`src/hw/rtl/dmxtx_pkg.sv`:
```
package dmxtx_pkg;

	// Slot store geometry
	localparam int MaxSlots = 513;
	localparam int SlotAw   = 10;

	// Item kinds carried on s_tuser
	localparam logic [1:0] OpTick  = 2'd0;
	localparam logic [1:0] OpWrite = 2'd1;
	localparam logic [1:0] OpStart = 2'd2;

	// Configuration register indexes
	localparam logic [7:0] RegSlotCount  = 8'd0;
	localparam logic [7:0] RegBitTicks   = 8'd1;
	localparam logic [7:0] RegBreakTicks = 8'd2;
	localparam logic [7:0] RegMabTicks   = 8'd3;

	// Register reset values
	localparam logic [9:0] SlotCountRst  = 10'd513;
	localparam logic [7:0] BitTicksRst   = 8'd4;
	localparam logic [9:0] BreakTicksRst = 10'd100;
	localparam logic [7:0] MabTicksRst   = 8'd12;

	typedef struct packed {
		logic [9:0] slot_count;
		logic [7:0] bit_ticks;
		logic [9:0] break_ticks;
		logic [7:0] mab_ticks;
	} cfg_t;

	typedef struct packed {
		logic              rd_en;
		logic              wr_en;
		logic [SlotAw-1:0] addr;
		logic [7:0]        wdata;
	} mem_req_t;

	typedef struct packed {
		logic line_level;
		logic busy_res;
		logic frame_done;
		logic index_error;
	} result_t;

endpackage

```
`src/hw/rtl/dmxtx_slot_ram.sv`:
```
module dmxtx_slot_ram (
	input  logic                clk,
	input  dmxtx_pkg::mem_req_t req,
	output logic [7:0]          rdata
);

	logic [7:0] mem [0:dmxtx_pkg::MaxSlots-1];

	// Single port, registered read
	always_ff @(posedge clk) begin
		if (req.wr_en) begin
			mem[req.addr] <= req.wdata;
		end
		if (req.rd_en) begin
			rdata <= mem[req.addr];
		end
	end

endmodule

```
`config.mk`:
```
export PLATFORM = sky130hd
export DESIGN_NAME = dmxtx_slot_ram
export DESIGN_NICKNAME = d
export VERILOG_FILES = /design/src/hw/rtl/dmxtx_pkg.sv /design/src/hw/rtl/dmxtx_slot_ram.sv
export SDC_FILE = /design/constraint.sdc
export NUM_CORES = 2
export LEC_CHECK = 0
export BUFFER_PORTS_ARGS = -buffer_cell sky130_fd_sc_hd__clkbuf_2
export CAP_MARGIN = 20
export CELL_PAD_IN_SITES_DETAIL_PLACEMENT = 0
export CELL_PAD_IN_SITES_GLOBAL_PLACEMENT = 1
export CORE_MARGIN = 2
export CORE_UTILIZATION = 51
export DETAILED_ROUTE_END_ITERATION = 10
export PLACE_DENSITY = 0.86
export SYNTH_ARGS = -nofsm -noshare
export SYNTH_HDL_FRONTEND = slang
export SYNTH_MEMORY_MAX_BITS = 65536
export SYNTH_SLANG_ARGS = --single-unit
```
`constraint.sdc`:
```
create_clock -name clk -period 3.2 [get_ports clk]
set_input_delay 0.64 -clock clk [delete_from_list [all_inputs] [get_ports clk]]
set_output_delay 0.64 -clock clk [all_outputs]
set_load 0.1 [all_outputs]
```
# Word-level counts from Yosys, hierarchy flattened
# Memories as Yosys holds them, arrays and structs flattened. A register that Yosys moved wholly into a read port is not among the register bits.
# Index checks and enable logic that the tools add are counted.
[totals]
ff_bits = 0
ram_bits = 4104
inputBits = 21
elab_cells = 3
memories = 1
[classes]
mux = 2
[memory_table]
columns = ["memory", "words", "word_bits", "rd", "rd_ports_with_merged_regs", "wr", "line_no", "rtl"]
rows = [
  ["mem", 513, 8, 1, 1, 1, "dmxtx_slot_ram.sv:7", "logic [7:0] mem [0:dmxtx_pkg::MaxSlots-1];"],
]
[ops]
columns = ["op", "count"]
rows = [
  ["$mux W1", 2],
]

# Logic depth before layout (Yosys ltp)
[logic_depth]
ltp_word = 2
depth_mapped = 13

# Least setup slack after synthesis
# OpenSTA, ideal clock, no wires.
[synth_path]
kind = "input port to flip-flop"
startpoint = "input req[8] (netlist name)"
endpoint = "memory mem[312][0] (enable)"
arrival_ns = 2.889
setup_slack_ns = -0.059
stages = 12
path_buffers = 8
path_cell_list = "buf_6 -> buf_12 -> buf_6 -> buf_6 -> buf_6 -> buf_4 -> nor2_1 -> and2_1 -> clkbuf_1 -> nand2_1 -> buf_2 -> nor2_1"
[synth_rtl]
columns = ["item", "line_no", "rtl"]
rows = [
  ["from (decl)", "dmxtx_slot_ram.sv:3", "input dmxtx_pkg::mem_req_t req,"],
  ["to (decl)", "dmxtx_slot_ram.sv:7", ""],
]
# Straight into the memory's write port.

==> results.md <==
- The initial antenna violation count is 42.
- Summed over its instances, the top area cell type makes up 77.6% of the synthesized netlist area.
- The number of design-rule violations left by the first detailed-router iteration is ~18000.
- Entering global routing, the biggest net connects about 160 pins.
- The maximum clock skew at final layout is 0.113 ns.
- Of all cell types, the one taking the most synthesized area is sky130_fd_sc_hd__edfxtp_1.
- The area growth from synthesis to layout is 20.8%.
- Power spread over the standard cell area amounts to 589 mW/mm^2.
- The routed via count is 94500.
- The number of top-level pins is 29.
- Yosys printed 0 warnings.
- The switching share of total power is roughly 22%.
- The normalized max-slew margin is between 20 and 25%.
- The internal power of the cells totals 0.0884 W.
- The share of total power in the clock network is 41.9%.
- From bottom edge to top edge, the die measures 563 um.
- The data required time at the worst endpoint is roughly 4.0 ns.
- The commonest cells after synthesis are 4112 x sky130_fd_sc_hd__edfxtp_1, 915 x sky130_fd_sc_hd__mux2i_1, 623 x sky130_fd_sc_hd__nor2_1.
- The run finished, with violations left.
- The number of nets at the end of the flow is roughly 9800.
- The min-delay analysis places its worst path in the category in2reg.
- In this run the remaining antenna-violating nets after routing total 0.
- The first-pass iteration count of the detailed router is 7.
- The checks that failed: negative setup slack.
- After detailed routing, the number of vias per cell comes to about 6.6.
- The clock-pin slew on the worst setup and hold paths is about 0.06 ns.
- The max capacitance violation total is 0.
- The unique cell type count in the Yosys netlist is 73.
- For this run, design rule violations remaining after detail routing come to 0.
- By startpoint and endpoint, the worst setup path is classified as in2reg.
- The initial utilization of the core area, before any placement, comes to 51.2%.
- The number of register bits inferred by synthesis is 4112.
- The maximum resistive drop on vdd is 0.675 mV.
- The share of the Yosys chip area taken by registers is roughly 78%.
- At the worst endpoint, the arrival time is 4.07 ns.
- After floorplanning, the core was divided into slightly above 200 placement rows.
- The number of global-route vias before repair is around 90000.
- The clock tree from TritonCTS is yes.
- Synthesis produced a netlist with a net count of a little over 8000.
- Fill cells in the final layout number ~20000.
- In the final routed layout, each cell accounts on average for ~36 um.
- The first global-routing pass estimated 706000 um of wire.
- The HPWL after detailed placement is ~340000 um.
- The root buffer selected by CTS is sky130_fd_sc_hd__clkbuf_16.
- The latest clock arrival within the worst-skew pair is 1.03 ns.
- The placeable core region is 0.311 sq mm.
- After clock tree synthesis, the setup repair step added 0 buffers.
- The die is 563 um wide.
- The share of total power dissipated in combinational logic is 5.8%.
- The final layout contains routed wiring with a total length of 510000 um.
- After layout, the worst setup slack is -0.109 ns.
- Setup violations remaining at the end of the flow were counted as 2.
- The depth of the CTS H-tree is 5.
- The total die area is 0.317 sq mm.
- No sink is reached through more buffers than the 4 on the longest clock path.
- Along the worst path, the maximum fanout reaches 38.
- The analysis attributes to cell leakage a power of 65.3 nW.
- The most used flip-flop cell after synthesis is sky130_fd_sc_hd__edfxtp_1.
- The routability-driven placement congestion ratio is 0.988.
- The count of endpoints failing hold in the final timing report was 0.
- The share of flip-flops with an asynchronous set or reset is 0%.
- The utilization of the core after routing is 61.8%.
- The minimum clock period after layout is 3.31 ns.
- The residual overflow from global routing is 0.
- The portion of total power attributed to sequential cells is 52.3%.
- The fraction of final layout cells sized beyond drive strength 1 is 30.7%.
- The total global routing track utilization is a little under a third.
- Summed over all nets, the switching power comes to 0.0249 W.
- Yosys attributes the largest share of cell area to sky130_fd_sc_hd__edfxtp_1 78%, sky130_fd_sc_hd__mux4_2 7.9%, sky130_fd_sc_hd__mux2i_1 5.8%.
- Final hold analysis gives a worst-case slack of 0.0628 ns.
- The cell area that synthesis handed to floorplanning was 0.159 sq mm.
- The cell count after synthesis is between 8000 and 9000.
- The number of buffers inserted by port buffering is 28.
- The startpoint kind of the worst setup timing path is an input pin.
- The number of flops mapped to enable cells by yosys is between 4000 and 5000.
- Derived from the worst setup path, the maximum achievable clock frequency is between 300 and 400 MHz.
- The part of the cycle the worst path needs is 103%.
- The clock drives 4112 sinks.
- The transition time at the pin with the least slew margin is 1.15 ns.
- TritonCTS created between 300 and 400 clock buffers.
- Averaged over all synthesized cells, the footprint is 19.8 sq um.
- The most instantiated library cell after synthesis is sky130_fd_sc_hd__edfxtp_1.
- The number of slew-limit violations in the final report came to 0.
- The type of destination of the critical path is a flop.
## flip-flops by register name, summed over array words and instances (netlist names)
name / cells
rdata: 8
mem: 4104
## power groups by stage
stage	clock network (W)	registers, W	logic, W
floorplan	0	0.0605	0.00253
finish	0.0474	0.0593	0.00658
detailed placement	0	0.0605	0.00627
CTS	0.0475	0.0593	0.00633
global route	0.0494	0.0593	0.00661
global placement	0	0.0605	0.00614
## metal layers
layer  GRT usage, %  part of all wire [%]  up-vias
li1               -                     -    36400
met1           40.5                    32    47700
met2           47.7                    45     8689
met3           10.7                    16     1719
met4           19.3                   7.4       22
met5          0.256                 0.054        -
## critical path, cell delays in order
cell,delay [ns]
sky130_fd_sc_hd__buf_12,0.23
sky130_fd_sc_hd__buf_12,0.25
sky130_fd_sc_hd__buf_12,0.17
sky130_fd_sc_hd__buf_12,0.24
sky130_fd_sc_hd__mux2i_1,0.40
sky130_fd_sc_hd__o22ai_1,0.18
sky130_fd_sc_hd__nor4_2,0.51
sky130_fd_sc_hd__buf_4,0.19
sky130_fd_sc_hd__nand3_1,0.18
sky130_fd_sc_hd__nand4_1,0.20
sky130_fd_sc_hd__buf_4,0.16
sky130_fd_sc_hd__o211ai_1,0.15
sky130_fd_sc_hd__or4_1,0.43
## final timing paths
kind                                            start               endpoint  slack, ns  cells past startpoint
worst max-delay path                           req[9]     rdata[5]$_DFFE_PP_      -0.11                     13
worst min-delay path                           req[3]  mem[162][3]$_DFFE_PP_       0.06                      1
worst max register to register   mem[65][3]$_DFFE_PP_     rdata[3]$_DFFE_PP_      -0.03                      9
worst min register to register  mem[512][4]$_DFFE_PP_     rdata[4]$_DFFE_PP_       0.55                      1
## what timing repair did
item                                   in CTS  in global routing
setup endpoints to repair                   3                  4
endpoints found under the hold margin      12                  0
hold buffers                                1                  0
gates resized for setup                     5                  9
pin swaps                                   1                  2
## logic make-up (layout without fill, tap and decap cells)
logic type / count (synthesis) / count (layout) / synth area share [%]
buf+inv: 513 / 2524 / 1.76
simple gates: 1099 / 1099 / 3.03
compound gates: 795 / 795 / 3.32
other cells: 0 / 35 / 0
mux: 1529 / 1529 / 14.3
flops: 4112 / 4112 / 77.6
## through the flow
stage / std cells / worst slack [ns] / power [W] / TNS (ns) / cell area [sq um]
3_3_place_gp: 13500 / -1.14 / 0.0666 / -447.88 / 179000
2_1_floorplan: 8048 / -0.0588 / 0.0630 / -30.57 / 159000
6_report: 14200 / -0.109 / 0.113 / -0.140 / 192000
4_1_cts: 14200 / 0.0411 / 0.113 / 0 / 192000
5_1_grt: 14200 / -0.0226 / 0.115 / -0.0226 / 192000
3_5_place_dp: 13500 / -1.18 / 0.0667 / -474.29 / 179000
## final cells by class
cell class	count	area, sq um	share of cell area, %
Sequential cell	4112	123000	64.2
Multi-Input combinational cell	3423	33400	17.4
Timing Repair Buffer	1797	17000	8.84
Clock buffer	470	10300	5.33
Tap cell	4140	5180	2.69
Clock inverter	255	2880	1.50
Antenna cell	35	87.6	0.0455
Inverter	2	10.0	0.00521
## cells in the final DEF, fill, tap and decap left out, types with 16 or more instances in the layout
cell type / instances
sky130_fd_sc_hd__edfxtp_1: 4112
sky130_fd_sc_hd__nand4_1: 37
sky130_fd_sc_hd__a221oi_1: 16
sky130_fd_sc_hd__clkinv_2: 63
sky130_fd_sc_hd__nor2_2: 84
sky130_fd_sc_hd__a211oi_1: 24
sky130_fd_sc_hd__nand2_2: 22
sky130_fd_sc_hd__o22ai_1: 362
sky130_fd_sc_hd__mux2i_1: 914
sky130_fd_sc_hd__clkinv_1: 99
sky130_fd_sc_hd__a31oi_1: 19
sky130_fd_sc_hd__buf_12: 275
sky130_fd_sc_hd__mux2_2: 28
sky130_fd_sc_hd__a22oi_1: 144
sky130_fd_sc_hd__a21oi_1: 66
sky130_fd_sc_hd__bufinv_16: 45
sky130_fd_sc_hd__nor3_1: 36
sky130_fd_sc_hd__nand2_1: 171
sky130_fd_sc_hd__mux4_2: 557
sky130_fd_sc_hd__nand3_1: 51
sky130_fd_sc_hd__mux4_1: 29
sky130_fd_sc_hd__o211ai_1: 21
sky130_fd_sc_hd__clkbuf_16: 399
sky130_fd_sc_hd__clkinv_16: 18
sky130_fd_sc_hd__diode_2: 35
sky130_fd_sc_hd__buf_4: 1493
sky130_fd_sc_hd__clkbuf_1: 71
sky130_fd_sc_hd__o21ai_0: 62
sky130_fd_sc_hd__nor2_1: 539
sky130_fd_sc_hd__nor4_1: 79
sky130_fd_sc_hd__a22o_1: 21
No activity file was read; power rests on OpenSTA's default activity.
