## config.mk

```make
export PLATFORM = sky130hd
export DESIGN_NAME = dmxtx_seq
export DESIGN_NICKNAME = d
export VERILOG_FILES = /design/src/hw/rtl/dmxtx_pkg.sv /design/src/hw/rtl/dmxtx_seq.sv
export SDC_FILE = /design/constraint.sdc
export NUM_CORES = 1
export LEC_CHECK = 0
export ABC_AREA = 1
export BUFFER_PORTS_ARGS = -buffer_cell sky130_fd_sc_hd__buf_2
export CAP_MARGIN = 15
export CORE_MARGIN = 2
export CORE_UTILIZATION = 51
export DETAILED_ROUTE_END_ITERATION = 8
export PLACE_DENSITY = 0.76
export SYNTH_ARGS = -nofsm -noshare
export SYNTH_HDL_FRONTEND = slang
export SYNTH_SLANG_ARGS = --single-unit
```

## constraint.sdc

```tcl
create_clock -name clk -period 2.95 [get_ports clk]
set_clock_uncertainty 0.15 [all_clocks]
set_input_delay 0.1475 -clock clk [delete_from_list [all_inputs] [get_ports clk]]
set_output_delay 0.1475 -clock clk [all_outputs]
set_load 0.02 [all_outputs]
```

## src/hw/rtl/dmxtx_pkg.sv

```systemverilog
package dmxtx_pkg;

	// Slot store geometry
	localparam int MaxSlots = 513;
	localparam int SlotAw   = 10;

	// Item kinds carried on s_tuser
	localparam logic [1:0] OpTick  = 2'd0;
	localparam logic [1:0] OpWrite = 2'd1;
	localparam logic [1:0] OpStart = 2'd2;

	// Configuration register indexes
	localparam logic [7:0] RegSlotCount  = 8'd0;
	localparam logic [7:0] RegBitTicks   = 8'd1;
	localparam logic [7:0] RegBreakTicks = 8'd2;
	localparam logic [7:0] RegMabTicks   = 8'd3;

	// Register reset values
	localparam logic [9:0] SlotCountRst  = 10'd513;
	localparam logic [7:0] BitTicksRst   = 8'd4;
	localparam logic [9:0] BreakTicksRst = 10'd100;
	localparam logic [7:0] MabTicksRst   = 8'd12;

	typedef struct packed {
		logic [9:0] slot_count;
		logic [7:0] bit_ticks;
		logic [9:0] break_ticks;
		logic [7:0] mab_ticks;
	} cfg_t;

	typedef struct packed {
		logic              rd_en;
		logic              wr_en;
		logic [SlotAw-1:0] addr;
		logic [7:0]        wdata;
	} mem_req_t;

	typedef struct packed {
		logic line_level;
		logic busy_res;
		logic frame_done;
		logic index_error;
	} result_t;

endpackage

```

## src/hw/rtl/dmxtx_seq.sv

```systemverilog
module dmxtx_seq (
	input  logic                 clk,
	input  logic                 arst_n,
	input  logic                 item_en,
	input  logic [1:0]           operation,
	input  logic [9:0]           slot_index,
	input  logic [7:0]           slot_value,
	input  dmxtx_pkg::cfg_t      cfg,
	input  logic [7:0]           rdata,
	output dmxtx_pkg::mem_req_t  mem_req,
	output dmxtx_pkg::result_t   result
);

	localparam logic [2:0] PhIdle  = 3'd0;
	localparam logic [2:0] PhBreak = 3'd1;
	localparam logic [2:0] PhMab   = 3'd2;
	localparam logic [2:0] PhStart = 3'd3;
	localparam logic [2:0] PhData  = 3'd4;
	localparam logic [2:0] PhStop  = 3'd5;

	localparam logic [9:0] MaxSlotsC = 10'(dmxtx_pkg::MaxSlots);
	localparam logic [9:0] LastSlot  = 10'(dmxtx_pkg::MaxSlots - 1);

	logic [2:0] ph_q, ph_d;
	logic [9:0] tick_q, tick_d;
	logic [9:0] slot_q, slot_d;
	logic [3:0] bit_q, bit_d;
	logic [7:0] shift_q, shift_d;
	logic       ld_s1, ld_d;

	logic [7:0]  bt, mab;
	logic [9:0]  brk, eff;
	logic [10:0] t;
	logic [3:0]  bit_inc;
	logic [9:0]  slot_inc;
	logic [9:0]  ld_idx;
	logic        do_load;
	logic        lvl_cur;
	logic        done;

	// Effective durations and slot count
	always_comb begin
		bt  = (cfg.bit_ticks == 8'd0) ? 8'd1 : cfg.bit_ticks;
		mab = (cfg.mab_ticks == 8'd0) ? 8'd1 : cfg.mab_ticks;
		brk = (cfg.break_ticks == 10'd0) ? 10'd1 : cfg.break_ticks;
		if (cfg.slot_count == 10'd0) begin
			eff = 10'd1;
		end else if (cfg.slot_count > MaxSlotsC) begin
			eff = MaxSlotsC;
		end else begin
			eff = cfg.slot_count;
		end
	end

	// Level driven in the current phase
	always_comb begin
		unique case (ph_q)
			PhBreak: lvl_cur = 1'b0;
			PhStart: lvl_cur = 1'b0;
			PhData:  lvl_cur = shift_q[0];
			default: lvl_cur = 1'b1;
		endcase
	end

	// Next state, memory request and result
	always_comb begin
		ph_d     = ph_q;
		tick_d   = tick_q;
		slot_d   = slot_q;
		bit_d    = bit_q;
		shift_d  = ld_s1 ? rdata : shift_q;
		ld_d     = 1'b0;
		do_load  = 1'b0;
		ld_idx   = 10'd0;
		done     = 1'b0;
		t        = {1'b0, tick_q} + 11'd1;
		bit_inc  = bit_q + 4'd1;
		slot_inc = slot_q + 10'd1;
		mem_req  = '0;
		result   = '0;
		result.line_level = lvl_cur;

		if (item_en) begin
			unique case (operation)
				dmxtx_pkg::OpTick: begin
					if (ph_q != PhIdle) begin
						tick_d = t[9:0];
						unique case (ph_q)
							PhBreak: begin
								if (t >= {1'b0, brk}) begin
									ph_d   = PhMab;
									tick_d = 10'd0;
								end
							end
							PhMab: begin
								if (t >= {3'b0, mab}) begin
									slot_d  = 10'd0;
									ld_idx  = 10'd0;
									do_load = 1'b1;
								end
							end
							PhStart: begin
								if (t >= {3'b0, bt}) begin
									ph_d   = PhData;
									bit_d  = 4'd0;
									tick_d = 10'd0;
								end
							end
							PhData: begin
								if (t >= {3'b0, bt}) begin
									tick_d  = 10'd0;
									shift_d = {1'b0, shift_q[7:1]};
									bit_d   = bit_inc;
									if (bit_inc >= 4'd8) begin
										ph_d  = PhStop;
										bit_d = 4'd0;
									end
								end
							end
							PhStop: begin
								if (t >= {2'b0, bt, 1'b0}) begin
									if (slot_inc >= eff) begin
										ph_d   = PhIdle;
										tick_d = 10'd0;
										slot_d = 10'd0;
										done   = 1'b1;
									end else begin
										slot_d  = slot_inc;
										ld_idx  = slot_inc;
										do_load = 1'b1;
									end
								end
							end
							default: tick_d = 10'd0;
						endcase
					end else begin
						tick_d = 10'd0;
					end
				end
				dmxtx_pkg::OpWrite: begin
					if (slot_index >= eff) begin
						result.index_error = 1'b1;
					end else begin
						mem_req.wr_en = 1'b1;
						mem_req.addr  = slot_index;
						mem_req.wdata = slot_value;
					end
				end
				dmxtx_pkg::OpStart: begin
					if (ph_q == PhIdle) begin
						ph_d   = PhBreak;
						tick_d = 10'd0;
						slot_d = 10'd0;
						bit_d  = 4'd0;
						result.line_level = 1'b0;
					end
				end
				default: ;
			endcase
		end

		// Fetch the next slot byte; it reaches the shifter through the memory read register
		if (do_load) begin
			ph_d          = PhStart;
			tick_d        = 10'd0;
			bit_d         = 4'd0;
			ld_d          = 1'b1;
			mem_req.rd_en = 1'b1;
			mem_req.addr  = (ld_idx >= MaxSlotsC) ? LastSlot : ld_idx;
		end

		result.busy_res   = (ph_d != PhIdle);
		result.frame_done = done;
	end

	always_ff @(posedge clk or negedge arst_n) begin
		if (!arst_n) begin
			ph_q    <= PhIdle;
			tick_q  <= 10'd0;
			slot_q  <= 10'd0;
			bit_q   <= 4'd0;
			shift_q <= 8'd0;
			ld_s1   <= 1'b0;
		end else begin
			ph_q    <= ph_d;
			tick_q  <= tick_d;
			slot_q  <= slot_d;
			bit_q   <= bit_d;
			shift_q <= shift_d;
			ld_s1   <= ld_d;
		end
	end

endmodule

```

# After elaboration in Yosys (flattened, before gate mapping)
# Cells that the tools add are included.
[word_totals]
regBits = 36
output_inout_bits = 24
wordCells = 130
in_bits = 67
[op_classes]
n_eq_ne = 17
n_addsub = 3
reduce_logical = 16
mux = 79
n_lt_le_gt_ge = 9
[ops]
columns = ["cell", "count"]
rows = [
  ["$mux 10", 22],
  ["$mux 8", 8],
  ["$pmux 10 s2", 3],
  ["$mux 19", 3],
  ["$pmux 10 s4", 1],
  ["$mux 3", 10],
  ["$mux 4", 7],
  ["$ge 11x8->1", 2],
  ["$ge 10x10->1", 2],
  ["$logic_not 10->1", 2],
  ["$mux 1", 19],
  ["$logic_not 8->1", 2],
  ["$pmux 4 s2", 2],
  ["$reduce_and 7->1", 2],
  ["$ne 3x3->1 const B", 4],
  ["$pmux 3 s4", 1],
  ["$add 10x1->11 const B", 1],
  ["$ge 11x10->1", 1],
  ["$ge 11x9->1", 1],
  ["$add 10x1->10 const B", 1],
  ["$ge 10x10->1 const B", 1],
  ["$gt 10x10->1 const B", 1],
  ["$reduce_bool 3->1", 3],
  ["$ne 4x4->1 const B", 2],
  ["17 further kinds", 23],
]

# Longest topological paths before layout
# Gate-level depths: netlist of run 1.
[logic_depth]
depth_word = 13
ltp_mapped = 22
mapped_depth_nobuf = 21

# Worst setup path after synthesis of run 1
# Ideal clock, no wire load.
[synth_path]
kind = "input to output"
start = "in cfg[33] (netlist bit)"
end = "out mem_req[10] (netlist bit)"
path_stages = 16
slack_ps = -374
path_buffers = 2
arrival_ps = 3026
path_cell_list = "or4_1 nor4_1 or2_2 clkbuf_1 nand2_1 ha_1 a21oi_1 o21ai_0 nand2_1 o2111ai_1 a31oi_1 inv_1 nor2_1 clkbuf_1 nand3_1 nand2_1"
[synth_lines]
columns = ["item", "line_no", "text"]
rows = [
  ["start: declaration", "dmxtx_seq.sv:8", "input dmxtx_pkg::cfg_t cfg,"],
  ["end: declaration", "dmxtx_seq.sv:10", "output dmxtx_pkg::mem_req_t mem_req,"],
]

==> flow_metrics.py, run 1 <==
metrics = {
    "grt": {
        "grt-ovfl-total": 0,
        "track_usage_pct": 32.4,
        "grt_pass1_wl_um": 22900,
        "grt_pass1_vias": 5213,
        "antenna_found_initial": 1,
        "grt_max_degree": 37,
    },
    "floorplan": {
        "initial_core_util_pct": 51.8,
        "rows": 33,
        "die_w_um": 94.7,
        "dieArea_um2": 8970,
        "core-area_um2": 8090,
        "die_h_um": 94.7,
        "io_pins": 91,
    },
    "clock_network": {
        "cts_tree": "done",
        "clk_pin_slew_ns": 0.07,
        "clkLatencyLatePin_ns": 0.30,
        "cts-root-buf": "clkbuf_8",
        "clock-sinks": 36,
        "cts_buffers": 5,
        "htree_levels": 2,
        "clockBufferDepth": 2,
    },
    "critical_path": {
        "cp-end-kind": "primary output",
        "path_class": "reg -> out",
        "cp_max_fo": 7,
        "critPathLaunchType": "register",
        "critPathTopFamily": "simple AND/OR/NAND/NOR gates",
        "crit_slowest_cell": "dfrtp_2",
        "crit_required_ns": 2.65,
        "critPathMaxStageDelay_ns": 0.44,
        "path_buf_inv": 4,
        "cp_common_cell": "nand2_2",
        "cp_cell_sequence": "ha_4 -> nand3_4 -> nor2_4 -> nand4_1 -> nand2_2 -> inv_1 -> ha_1 -> nand2_4 -> inv_2 -> a21oi_2 -> nand4_1 -> buf_6 -> nor2_4 -> nand3_2 -> nand2_1 -> nor2_1 -> nand3_1 -> nand2_4 -> nand2_2 -> nand2_2 -> buf_6",
        "cp.arrival_ns": 4.54,
    },
    "drt": {
        "vias": 6250,
        "viasPerCell": 6.36,
        "drtIter0Drc": 944,
        "drt-pass1-iter-count": 9,
        "finalWirelength_um": 23200,
        "ant_nets": 0,
        "drc": 48,
        "wl_per_cell_um": 23.6,
    },
    "timing": {
        "rsz0062_at_grt": "yes",
        "worstMarginPinSlew_ns": 0.838,
        "holdWs_ns": 0.0137,
        "fin_setup_tns_ns": -59.85,
        "slew_headroom_pct": 44.1,
        "setup_viol": 59,
        "worst_slack_ns": -1.89,
        "slew_viol_final": 0,
        "period_share_pct": 164,
        "clock.fmax_mhz": 207,
        "hold_violations": 0,
        "fin_crit_ns": 4.84,
    },
    "power": {
        "power_leakage_uw": 0.00377,
        "p_per_area_nw_per_um2": 434,
        "ir_drop_mv": 0.383,
    },
    "job": {
        "maxCapViolCount": 0,
    },
    "logic_synthesis": {
        "synth-simple-area-share_pct": 35.5,
        "synthMuxAreaShare_pct": 0.239,
        "synthCells": 657,
        "ys_ff_latch": 36,
        "synth_top_area_share_pct": 21.5,
        "synth_compound_gate_area_share_pct": 10.4,
        "synth_flop_cell": "dfrtp_1",
        "syn-num-nets": 781,
        "avgSynthCellArea_um2": 6.39,
        "synth_edf_count": 0,
        "yosysTopAreaCell": "dfrtp_1",
        "synth-async-reset-ratio_pct": 100,
        "yosys_warnings": 0,
        "syn_area_um2": 4200,
        "synth_top_family_by_area": "simple AND/OR/NAND/NOR gates",
        "yosys.cell_types.count": 40,
        "ys_top_cells_by_area": "dfrtp_1 21%, ha_1 17%, nand2_1 16%",
        "synth_seq_area_share_pct": 21.5,
        "synthXorXnorAreaFrac_pct": 2.71,
        "synth-adder-area-share_pct": 17.0,
    },
    "placed_design": {
        "dp_hpwl_um": 9840,
        "dp_slack_ns": -0.472,
        "io_buffer_count": 90,
        "gp_congestion": 0.921,
        "placed_cells": 933,
    },
    "final_layout": {
        "drive_gt1_share_pct": 46.2,
        "fin_nets": 1000,
        "areaGrowthSynthToFinish_pct": 64.1,
        "final_common_cell": "nand2_1",
        "instances_no_fill": 982,
        "fillerInstances": 348,
        "final_cell_mix": "135 x nand2_1, 122 x buf_4, 112 x inv_1",
        "diodes": 0,
        "finish.utilization_pct": 85.1,
    },
    "min_path": {
        "hold_path.class": "in -> reg",
    },
    "outcome": {
        "outcome": "finished with violations",
        "violations": "design-rule violations, negative setup slack",
    },
}
[layout make-up]
cell class	count	area, µm²	share of cell area [%]
inverters	122	462	6.71
flip-flops and latches	36	905	13.1
well taps	105	131	1.91
repair buffers	225	1730	25.1
multi-input cells	486	3570	51.9
clock inverters	1	8.76	0.127
clock buffers	7	76.3	1.11
[sequential cells by signal, summed over array words and instances, names as in the netlist]
signal,cells
slot_q,10
bit_q,4
ph_q,3
shift_q,8
ld_s1,1
tick_q,10
[power by group]
part / total, µW / switching (µW) / internal (µW)
combinational: 1910 / 1140 / 771
sequential: 722 / 121 / 601
clock: 354 / 185 / 169
[final timing paths]
| kind | from | end | slack (ns) | depth (start not counted) |
|---|---|---|---|---|
| worst max-delay path | slot_q[0] | mem_req[10] | -1.89 | 21 |
| min in group asynchronous | arst_n | slot_q[8] | 0.34 | 2 |
| worst min-delay path | rdata[7] | shift_q[7] | 0.01 | 5 |
| worst max register to register | slot_q[0] | bit_q[0] | -0.97 | 19 |
| worst min register to register | slot_q[9] | slot_q[9] | 0.37 | 2 |
| max in group asynchronous | arst_n | tick_q[2] | 1.72 | 2 |
[Yosys cell counts, types with 2 or more instances]
cell type	n
nand2_1	183
inv_1	121
nor2_1	65
ha_1	57
nand3_1	47
dfrtp_1	36
o21ai_0	30
a21oi_1	18
xor2_1	10
nor4_1	8
clkbuf_1	7
nand2_2	7
nand4_1	6
o21ai_1	6
o21ai_2	6
nor3_1	5
buf_2	4
nor2_2	4
nand2_4	3
nand3b_1	3
xnor2_1	3
a21boi_0	2
a21o_1	2
a31o_2	2
a41o_1	2
buf_4	2
nand3_2	2
nor2_4	2
o211ai_1	2
or2_2	2
[routing by layer]
| layer | GRT usage (%) | part of all wire, % | vias to the layer above |
|---|---|---|---|
| met3 | 6.70 | 16 | 282 |
| met5 | 0 | 0.40 | - |
| met1 | 33.9 | 31 | 2795 |
| met4 | 20.3 | 11 | 6 |
| met2 | 58.6 | 42 | 639 |
| li1 | - | - | 2528 |
[cell families (layout without fill, tap and decap cells)]
| family | Yosys count | count (layout) |
|---|---|---|
| simple gates | 340 | 341 |
| xor+xnor | 13 | 13 |
| compound gates | 74 | 74 |
| flops | 36 | 36 |
| mux | 1 | 1 |
| buf+inv | 136 | 355 |
| fa+ha+maj | 57 | 57 |
[timing repair]
| action | 4_1_cts | 5_1_grt |
|---|---|---|
| hold endpoints to repair | 36 | 0 |
| hold buffers | 1 | 0 |
| gates cloned | 2 | 4 |
| gates resized for setup | 96 | 138 |
| endpoints found under the setup margin | 55 | 59 |
| pin swaps | 33 | 47 |
| buffers inserted | 12 | 24 |
[per-stage QoR]
| stage | instance area (µm²) | total power, µW |
|---|---|---|
| 6_report | 6880 | 2990 |
| 5_1_grt | 6880 | 3140 |
| 4_1_cts | 6090 | 2440 |
| 3_5_place_dp | 5480 | 1940 |
| 3_3_place_gp | 5480 | 1890 |
| 2_1_floorplan | 4260 | 1510 |
[worst reg2reg max path, cell delays in order (launching register included)]
cell     delay [ns]
dfrtp_2        0.44
ha_4           0.23
nand3_4        0.17
nor2_4         0.18
nand4_1        0.33
nand2_2        0.28
inv_1          0.08
ha_1           0.33
nand2_4        0.11
inv_2          0.04
a21oi_2        0.21
nand4_1        0.25
inv_1          0.26
nand2_4        0.08
nand2_4        0.08
nand2_2        0.12
nand2_1        0.21
nand2_1        0.13
nand2_1        0.11
nand2_1        0.05
Note: power is estimated with default switching activity, not from simulation.
==> run 2, diff against run 1 <==
--- a/config.mk
+++ b/config.mk
@@ -7,8 +7,7 @@
 export LEC_CHECK = 0
 export ABC_AREA = 1
 export BUFFER_PORTS_ARGS = -buffer_cell sky130_fd_sc_hd__buf_2
-export CAP_MARGIN = 15
-export CORE_MARGIN = 2
+export CAP_MARGIN = 20
 export CORE_UTILIZATION = 51
 export DETAILED_ROUTE_END_ITERATION = 8
 export PLACE_DENSITY = 0.76
==> run 2 against run 1 <==
Compared with the run above:
- the flow still finishes with violations (design-rule violations, negative setup slack)
- sequential share of layout area is 0.83 points lower
- combinational power grew 14%
- final area rose by 6.6%
- final cell count rose by 0.81%
- largest cell class unchanged
- largest power group unchanged
==> flow_metrics.py, run 2 (synthesis results as in run 1) <==
metrics = {
    "clock_network": {
        "htree_levels": 2,
        "cts_tree": "done",
        "clk_pin_slew_ns": 0.09,
        "clockBufferDepth": 2,
        "clkLatencyLatePin_ns": 0.31,
        "cts-root-buf": "clkbuf_8",
        "cts_buffers": 5,
        "clock-sinks": 36,
    },
    "min_path": {
        "min_from": "rdata[6]",
        "hold_path.class": "in -> reg",
        "min_to": "shift_q[6]",
        "hold-path-cell-count": 5,
    },
    "floorplan": {
        "core-area_um2": 7850,
        "io_pins": 91,
        "dieArea_um2": 8590,
        "rows": 32,
        "initial_core_util_pct": 53.5,
        "die_h_um": 92.7,
        "die_w_um": 92.7,
    },
    "final_layout": {
        "drive_gt1_share_pct": 50.9,
        "final_cell_mix": "120 x nand2_1, 111 x buf_4, 106 x inv_1",
        "reg_top3": "slot_q (10), tick_q (10), shift_q (8)",
        "diodes": 0,
        "fin_nets": 1011,
        "final_common_cell": "nand2_1",
        "fillerInstances": 219,
        "final_area_um2": 7340,
        "areaGrowthSynthToFinish_pct": 74.9,
    },
    "outcome": {
        "violations": "design-rule violations, negative setup slack",
        "outcome": "finished with violations",
    },
    "timing": {
        "hold_violations": 0,
        "setup_viol": 59,
        "slew_viol_final": 0,
        "worstMarginPinSlew_ns": 0.856,
        "slew_headroom_pct": 42.9,
        "period_share_pct": 136,
        "rsz0062_at_grt": "yes",
        "clock.fmax_mhz": 249,
        "fin_crit_ns": 4.01,
        "worst_slack_ns": -1.06,
    },
    "critical_path": {
        "cp_max_fo": 5,
        "path_buf_inv": 4,
        "crit_slowest_cell": "dfrtp_1",
        "crit_required_ns": 2.65,
        "r2r_start": "tick_q[0]",
        "cp_common_cell": "buf_6",
        "critPathMaxStageDelay_ns": 0.44,
        "path_class": "reg -> out",
        "cp-end-kind": "primary output",
        "critPathTopFamily": "simple AND/OR/NAND/NOR gates",
        "cp.arrival_ns": 3.72,
        "critPathLaunchType": "register",
        "reg2reg_depth": 24,
        "reg2reg_to": "slot_q[2]",
        "reg2reg_slack_ns": -0.83,
        "cp_cell_sequence": "buf_6 -> nand3_4 -> nor2_4 -> buf_6 -> nand3_4 -> xor2_2 -> inv_2 -> ha_4 -> nand2_1 -> nor2_1 -> a21oi_1 -> nand2_2 -> nor2_4 -> a21boi_0 -> nand3_2 -> a21oi_2 -> nand2_1 -> buf_6",
    },
    "grt": {
        "grt-ovfl-total": 0,
        "track_usage_pct": 32.5,
        "antenna_found_initial": 0,
        "grt_max_degree": 37,
        "grt_pass1_wl_um": 22100,
        "grt_pass1_vias": 4968,
    },
    "power": {
        "seq_power_share_pct": 21.7,
        "p_per_area_nw_per_um2": 458,
        "switching_share_pct": 49.5,
        "power_leakage_uw": 0.00394,
        "p_comb_share_pct": 64.7,
        "p_int_uw": 1700,
        "ir_drop_mv": 0.639,
        "p_clk_share_pct": 13.6,
        "p_switching_uw": 1660,
    },
    "drt": {
        "viasPerCell": 6.49,
        "drtIter0Drc": 894,
        "drt-pass1-iter-count": 8,
        "drc": 1,
        "vias": 6423,
        "wl_per_cell_um": 23.4,
        "ant_nets": 0,
        "finalWirelength_um": 23200,
    },
    "placed_design": {
        "placed_area_um2": 5520,
        "dp_hpwl_um": 9920,
        "io_buffer_count": 90,
        "dp_slack_ns": -0.466,
        "gp_congestion": 0.931,
    },
    "job": {
        "maxCapViolCount": 0,
    },
}
[run 2: changes by cell type in the layout (fill, tap and decap cells not counted), sizes merged]
| cell | previous run | this run |
|---|---|---|
| clkinvlp | 1 | 2 |
| clkbuf | 10 | 7 |
| bufinv | 0 | 1 |
| buf | 221 | 232 |
| nand2 | 193 | 194 |
[run 2: power groups by stage]
stage,Clock (µW),Combinational (µW),Sequential [µW]
6_report,457,2170,729
5_1_grt,473,2280,733
4_1_cts,446,1440,700
3_5_place_dp,0,1240,701
3_3_place_gp,0,1200,697
2_1_floorplan,0,839,671
[run 2: worst max-delay path by stage]
stage,from,end,slack [ns],depth (start not counted)
2_1_floorplan,cfg[33],mem_req[11],0.01,19
3_3_place_gp,cfg[33],mem_req[17],-0.30,18
3_5_place_dp,cfg[33],mem_req[15],-0.47,22
4_1_cts,slot_q[0],mem_req[15],-0.58,24
5_1_grt,cfg[33],mem_req[9],-1.20,20
6_report,tick_q[0],result[2],-1.06,18
[run 2: final cells by class]
cell class / count / area [µm²] / area share [%]
inverter: 122 / 464 / 6.33
timing repair buffer: 235 / 1910 / 26.0
sequential: 36 / 903 / 12.3
clock inverter: 3 / 42.5 / 0.580
clock buffer: 5 / 68.8 / 0.938
multi-input combinational: 487 / 3820 / 52.1
tap: 102 / 128 / 1.74
[run 2: worst register-to-register path, cell delays in order (launching register included)]
cell,delay (ns)
dfrtp_1,0.44
ha_4,0.21
buf_6,0.11
nand2_4,0.05
xnor2_2,0.14
buf_6,0.15
buf_6,0.12
ha_4,0.29
nand2_4,0.07
nor2_4,0.12
nand2_1,0.08
nand3_1,0.10
nand2_1,0.07
nand2_1,0.09
nand2_2,0.11
nand2_4,0.15
buf_6,0.14
buf_4,0.10
a21oi_1,0.06
o21ai_1,0.23
nand2_2,0.13
buf_12,0.18
buf_16,0.14
nand2_1,0.10
o21ai_1,0.11
[run 2: per-layer routing]
layer  wire length [µm]  vias to the layer above  share of wire (%)  global-route usage, %
met3               3110                      319                 13                   3.94
met1               7530                     2857                 32                   37.9
met2               9900                      694                 43                   59.0
met5                  0                        -                  0                      0
li1                   -                     2553                  -                      -
met4               2640                        0                 11                   14.7
[run 2: through the flow]
stage	utilization (%)	total power (µW)	cells	TNS [ns]	hold WS [ns]
after floorplan	-	1510	657	0	-0.298
after global placement	70.3	1900	933	-9.61	0.125
after detailed placement	70.3	1940	933	-15.58	0.135
after CTS	79.4	2590	961	-12.97	0.0128
after global routing	93.5	3480	990	-41.27	0.0595
final	93.5	3360	990	-35.70	0.0186
[run 2: repair_timing]
action / in CTS / in global routing
hold endpoints to repair: 36 / 0
setup buffers: 14 / 33
resized for setup: 108 / 208
gates cloned: 5 / 2
setup endpoints to repair: 57 / 59
pin swaps: 29 / 87
hold buffers: 1 / 0
